--- config.mk ---
export PLATFORM = sky130hd
export DESIGN_NAME = wls_ctrl
export DESIGN_NICKNAME = d
export VERILOG_FILES = /design/src/wls_pkg.sv /design/src/wls_ctrl.sv
export SDC_FILE = /design/constraint.sdc
export NUM_CORES = 1
export LEC_CHECK = 0
export BUFFER_PORTS_ARGS = -buffer_cell sky130_fd_sc_hd__buf_4
export CORE_MARGIN = 5
export CORE_UTILIZATION = 45
export CTS_CLUSTER_SIZE = 12
export DETAILED_ROUTE_END_ITERATION = 6
export GPL_ROUTABILITY_DRIVEN = 0
export PLACE_DENSITY = 0.68
export SETUP_SLACK_MARGIN = 0.4
export SLEW_MARGIN = 20
export SYNTH_ARGS = -nofsm -noshare
export SYNTH_HDL_FRONTEND = slang
export SYNTH_SLANG_ARGS = --single-unit
--- constraint.sdc ---
create_clock -name clk -period 2.45 [get_ports clk]
set_clock_uncertainty 0.05 [all_clocks]
set_input_delay 0 -clock clk [delete_from_list [all_inputs] [get_ports clk]]
set_output_delay 0 -clock clk [all_outputs]
set_load 0.1 [all_outputs]
--- src/wls_pkg.sv ---
// shared constants, codes and types of the weighted log-rank statistic block
package wls_pkg;
	localparam int TIME_W = 32;
	localparam int WEIGHT_W = 16;
	localparam int STAT_W = 32;
	localparam int SUM_W = 28;
	localparam int WIDE_W = 48;
	localparam int SHARE_W = 17;
	localparam int SHARE_FRAC = 16;
	localparam int WEIGHT_FRAC_BITS_DEF = 8;
	localparam int STAT_FRAC_BITS_DEF = 16;

	typedef enum logic [4:0] {
		OP_NONE, OP_LOAD, OP_SHARE_START, OP_SHARE_TAKE, OP_EXPECT, OP_QMUL,
		OP_Q_START, OP_Q_TAKE, OP_PQ, OP_MUL_LO, OP_MUL_HI, OP_VAR_ADD,
		OP_TIE_CLEAR, OP_UPDATE, OP_DEV, OP_SQ0, OP_SQ1, OP_SQ2, OP_SQ3,
		OP_STAT_START, OP_RESULT
	} op_t;

	typedef enum logic [4:0] {
		ST_IDLE, ST_CHECK, ST_SH_START, ST_SH_WAIT, ST_SH_TAKE, ST_EXP, ST_QMUL,
		ST_Q_START, ST_Q_WAIT, ST_Q_TAKE, ST_PQ, ST_MLO, ST_MHI, ST_VADD, ST_TIE,
		ST_UPDATE, ST_FIN, ST_DEV, ST_SQ0, ST_SQ1, ST_SQ2, ST_SQ3, ST_ST_START,
		ST_ST_WAIT, ST_EMIT
	} state_t;

	typedef struct packed {
		op_t op;
	} cmd_t;

	typedef struct packed {
		logic time_change;
		logic n_zero;
		logic n_gt_one;
		logic v_zero;
		logic last;
		logic div_done;
		logic out_free;
	} status_t;
endpackage

--- src/wls_ctrl.sv ---
// sequencer for row update, tie-group close and final statistic
module wls_ctrl (
	input  logic              clk,
	input  logic              arst_n,
	input  logic              in_valid,
	output logic              in_ready,
	input  wls_pkg::status_t  status,
	output wls_pkg::cmd_t     cmd
);
	import wls_pkg::*;

	state_t state_q, state_d;
	logic   final_q;

	always_ff @(posedge clk or negedge arst_n) begin
		if (!arst_n) begin
			state_q <= ST_IDLE;
			final_q <= 1'b0;
		end else begin
			state_q <= state_d;
			if (state_q == ST_UPDATE && status.last) begin
				final_q <= 1'b1;
			end else if (state_q == ST_EMIT && status.out_free) begin
				final_q <= 1'b0;
			end
		end
	end

	always_comb begin
		state_d = state_q;
		case (state_q)
			ST_IDLE:     if (in_valid) state_d = ST_CHECK;
			ST_CHECK:    state_d = status.time_change ? ST_SH_START : ST_UPDATE;
			ST_SH_START: state_d = status.n_zero ? ST_EXP : ST_SH_WAIT;
			ST_SH_WAIT:  if (status.div_done) state_d = ST_SH_TAKE;
			ST_SH_TAKE:  state_d = ST_EXP;
			ST_EXP:      state_d = status.n_gt_one ? ST_QMUL : ST_TIE;
			ST_QMUL:     state_d = ST_Q_START;
			ST_Q_START:  state_d = ST_Q_WAIT;
			ST_Q_WAIT:   if (status.div_done) state_d = ST_Q_TAKE;
			ST_Q_TAKE:   state_d = ST_PQ;
			ST_PQ:       state_d = ST_MLO;
			ST_MLO:      state_d = ST_MHI;
			ST_MHI:      state_d = ST_VADD;
			ST_VADD:     state_d = ST_TIE;
			ST_TIE:      state_d = final_q ? ST_FIN : ST_UPDATE;
			ST_UPDATE:   state_d = status.last ? ST_SH_START : ST_IDLE;
			ST_FIN:      state_d = status.v_zero ? ST_EMIT : ST_DEV;
			ST_DEV:      state_d = ST_SQ0;
			ST_SQ0:      state_d = ST_SQ1;
			ST_SQ1:      state_d = ST_SQ2;
			ST_SQ2:      state_d = ST_SQ3;
			ST_SQ3:      state_d = ST_ST_START;
			ST_ST_START: state_d = ST_ST_WAIT;
			ST_ST_WAIT:  if (status.div_done) state_d = ST_EMIT;
			ST_EMIT:     if (status.out_free) state_d = ST_IDLE;
			default:     state_d = ST_IDLE;
		endcase
	end

	always_comb begin
		in_ready = 1'b0;
		cmd.op = OP_NONE;
		case (state_q)
			ST_IDLE: begin
				in_ready = 1'b1;
				if (in_valid) cmd.op = OP_LOAD;
			end
			// share starts at zero, the divider only runs for nonzero risk
			ST_SH_START: cmd.op = OP_SHARE_START;
			ST_SH_TAKE:  cmd.op = OP_SHARE_TAKE;
			ST_EXP:      cmd.op = OP_EXPECT;
			ST_QMUL:     cmd.op = OP_QMUL;
			ST_Q_START:  cmd.op = OP_Q_START;
			ST_Q_TAKE:   cmd.op = OP_Q_TAKE;
			ST_PQ:       cmd.op = OP_PQ;
			ST_MLO:      cmd.op = OP_MUL_LO;
			ST_MHI:      cmd.op = OP_MUL_HI;
			ST_VADD:     cmd.op = OP_VAR_ADD;
			ST_TIE:      cmd.op = OP_TIE_CLEAR;
			ST_UPDATE:   cmd.op = OP_UPDATE;
			ST_DEV:      cmd.op = OP_DEV;
			ST_SQ0:      cmd.op = OP_SQ0;
			ST_SQ1:      cmd.op = OP_SQ1;
			ST_SQ2:      cmd.op = OP_SQ2;
			ST_SQ3:      cmd.op = OP_SQ3;
			ST_ST_START: cmd.op = OP_STAT_START;
			ST_EMIT:     if (status.out_free) cmd.op = OP_RESULT;
			default: begin
			end
		endcase
	end
endmodule

# Word-level counts from Yosys, hierarchy flattened
# Cells that the tools add are included.
[totals]
reg_bits = 6
output_inout_bits = 6
word_cells = 54
[op_classes]
eq_ne = 29
n_mux = 18
n_reduce_logical = 5
[op_table]
columns = ["cell", "n"]
rows = [
  ["$pmux W5 S25", 1],
  ["$pmux W5 S20", 1],
  ["$eq A5 B5 Y1 const B", 9],
  ["$eq A5 B4 Y1 const B", 8],
  ["$mux W5", 7],
  ["$eq A5 B3 Y1 const B", 4],
  ["$mux W4", 3],
  ["$eq A5 B2 Y1 const B", 2],
  ["$ne A2 B2 Y1 const B", 5],
  ["$eq A5 B1 Y1 const B", 1],
  ["$logic_not A5 Y1", 1],
  ["$reduce_and A5 Y1", 1],
  ["$mux W1", 4],
  ["$mux W3", 1],
  ["$logic_and A1 B1 Y1", 2],
  ["$mux W2", 1],
  ["$reduce_bool A2 Y1", 1],
]

# Longest topological paths before layout
[logic_depth]
depth_word = 4
depth_mapped = 6

# Worst setup path after synthesis
# Ideal clock, no wire load.
[synth_path]
path_kind = "reg2out"
startpoint = "reg state_q[0]"
endpoint = "out cmd[1] in the netlist's numbering"
arrival_time_ps = 3223
setup_slack_ps = -823
path_stages_with_launch = 5
path_buffers = 2
path_cell_list = "dfrtp_1 -> buf_2 -> buf_1 -> mux2i_1 -> o32ai_1"
[synth_lines]
columns = ["item", "line_no", "text"]
rows = [
  ["start, declared", "wls_ctrl.sv:12", "state_t state_q, state_d;"],
  ["start signal, assigned", "wls_ctrl.sv:20", "state_q <= state_d;"],
  ["end, declared", "wls_ctrl.sv:8", "output wls_pkg::cmd_t cmd"],
]

# Worst setup path after layout
[layout_path]
startpoint = "reg state_q[0]"
endpoint = "reg state_q[3]"
[layout_between]
elab_chain_len = 3
word_cells_on_any_way = 32
classes_between = "eq/ne (29); mux (1); reduce/logical (2)"
[layout_lines]
columns = ["item", "line_no", "text"]
rows = [
  ["$eq A5 B2 Y1 (tied with other cells)", "wls_ctrl.sv:31", "case (state_q)"],
  ["$ne A2 B2 Y1 (no source line)", "-", ""],
  ["$reduce_and A5 Y1 (no source line)", "-", ""],
]
# Several ways; a longest one is shown, not always the timed one.
# A chain may end at the register's enable or synchronous reset.

==> results.ini <==
[worst_setup_path]
r2r_cells=5
rr_endpoint=state_q[3]$_DFFE_PN0P_
rrSetupSlack_ps=520
r2r-start=state_q[0]$_DFFE_PN0P_
arrival_ps=2000
start_kind=register
critPathRequiredTime_ps=2520
cp_cell_sequence=or2_1 > or4_4 > nand3_2 > nor3_1 > a211o_1
crit_slowest_cell=or4_4
max_stage_delay_ps=520
crit_family=simple AND/OR/NAND/NOR gates
cp-end-kind=register
crit_buf_inv=0
crit_fanout=9
crit_type=reg -> reg

[timing]
slew_headroom_pct=80.3
worst_slew_pin_slew_ps=292
finalHoldViolations=0
grt_setup_unrepaired=true
slew_violations=0
setup-tns-final_ps=0
whs_ps=52.0
setup_viol=0
fmax_ghz=0.518
period_share_pct=78.8
period_needed_ps=1930

[cts]
clock_path_buffers=2
cts_tree=done
cts_buffers=3
cts.htree.levels=1
clk_latency_ps=240
clkTransAtPathRegs_ps=50
root_buffer=clkbuf_4
cts_sinks=6
post_cts_buffers=0

[outcome]
status=finished clean

[cells_and_area]
design_area_sq_um=981
drive_above_1_share_pct=28.9
final-seq-area_sq_um=151
mostFrequentLayoutCells=buf_4, nand2_1, a21oi_1, o21ai_0
final_common_cell=buf_4
multi_input_area_sq_um=581
final_nets=133
fillCellCount=141
area_growth_pct=31.3
n_antenna_cell=0

[route]
drt_first_iter_violations=25
postRouteAntennaNets=0
dr_total_vias=859
wl_per_cell_microns=15.1
wl_microns=2060
vias_per_cell=6.27
post-route-drc-count=0
firstDrtPassIters=4

[logic_synthesis]
synthCells=105
syn_area_sq_um=747
ys_ff_latch=6
ys_seq_area_share_pct=20.1
ys_warn_count=0
synth_edf_count=0
syn_nets=115
synthFlopType=dfrtp_1
synth-async-reset-ratio_pct=100
syn_area_per_cell_sq_um=7.11
synth.distinct_cells=39

[floorplanning]
die_w_microns=50.7
core_area_sq_mm=0.00154
io_pins=16
dieArea_sq_mm=0.00257
start_util_pct=48.5
std_cell_rows=14
die_h_microns=50.7

[placement]
placed_area_sq_um=921
io_buffer_count=15
dp_hpwl_microns=1570

[global_route]
grt_start_max_net_pins=21
antenna_found_initial=0
track_usage_pct=17.4
grt_remaining_overflow=0
grt_pass1_wl_microns=3570
grt_pass1_vias=801

[worst_hold_path]
hold_path.class=in -> async

[job]
cap_violations=0

-- synthesized netlist by cell type (3+ instances only) --
master | number | share of area [%]
nand3_1 | 5 | 3.3
nand2_1 | 10 | 5.0
nor3_1 | 3 | 2.0
o21ai_0 | 9 | 6.0
clkbuf_1 | 4 | 2.0
a22oi_1 | 4 | 4.0
inv_1 | 4 | 2.0
buf_2 | 5 | 3.3
nor2_1 | 3 | 1.5
a21oi_1 | 9 | 6.0
o22ai_1 | 3 | 2.5
dfrtp_1 | 6 | 20
-- flip-flops by register name, indices dropped and copies added (netlist names) --
name,cells
final_q,1
state_q,5
-- routing by layer --
layer | GRT usage, % | wire (microns) | vias to the layer above
met1 | 23.6 | 933 | 390
li1 | - | - | 430
met3 | 5.33 | 143 | 0
met5 | 0 | 0 | -
met4 | 2.13 | 0 | 0
met2 | 27.7 | 985 | 39
-- metrics by stage --
stage / std cells / setup slack, ps / utilization, %
after detailed placement: 131 / 556 / 59.7
after CTS: 137 / 423 / 63.2
after floorplan: 105 / 178 / -
final: 137 / 519 / 63.6
after global routing: 137 / 372 / 63.6
after global placement: 131 / 561 / 59.7
-- logic make-up (layout without fill, tap and decap cells) --
group           Yosys count  in the layout  share of synthesized area (%)
mux                       1              1                           1.34
xor+xnor                  2              2                           2.35
simple gates             37             37                           28.6
flops                     6              6                           20.1
buf+inv                  15             31                           8.37
compound gates           44             44                           39.2
-- how the worst max path moves through the flow --
stage                                       from                      to  depth (start not counted)
after CTS                 state_q[2]$_DFFE_PN0P_                  cmd[1]                          7
after floorplan           state_q[0]$_DFFE_PN0P_                  cmd[1]                          4
final                     state_q[0]$_DFFE_PN0P_  state_q[3]$_DFFE_PN0P_                          5
after global routing      state_q[2]$_DFFE_PN0P_                  cmd[1]                          7
after detailed placement  state_q[0]$_DFFE_PN0P_  state_q[3]$_DFFE_PN0P_                          5
after global placement    state_q[2]$_DFFE_PN0P_  state_q[3]$_DFFE_PN0P_                          5
-- timing repair --
item,4_1_cts,5_1_grt
endpoints found under the setup margin,1,2
pin swaps,0,0
gates resized for setup,1,3
hold buffers,3,0
gates cloned,0,0
hold endpoints to repair,8,0
-- cell type report --
class,instances,share of cell area [%]
clock buffer,3,2.30
inverter,4,1.53
sequential,6,15.4
timing repair buffer,24,19.5
multi-input combinational,84,59.2
tap,16,2.04
Power is not shown: default switching activity piles up to over one toggle a cycle in this logic, so the estimate is an artifact.
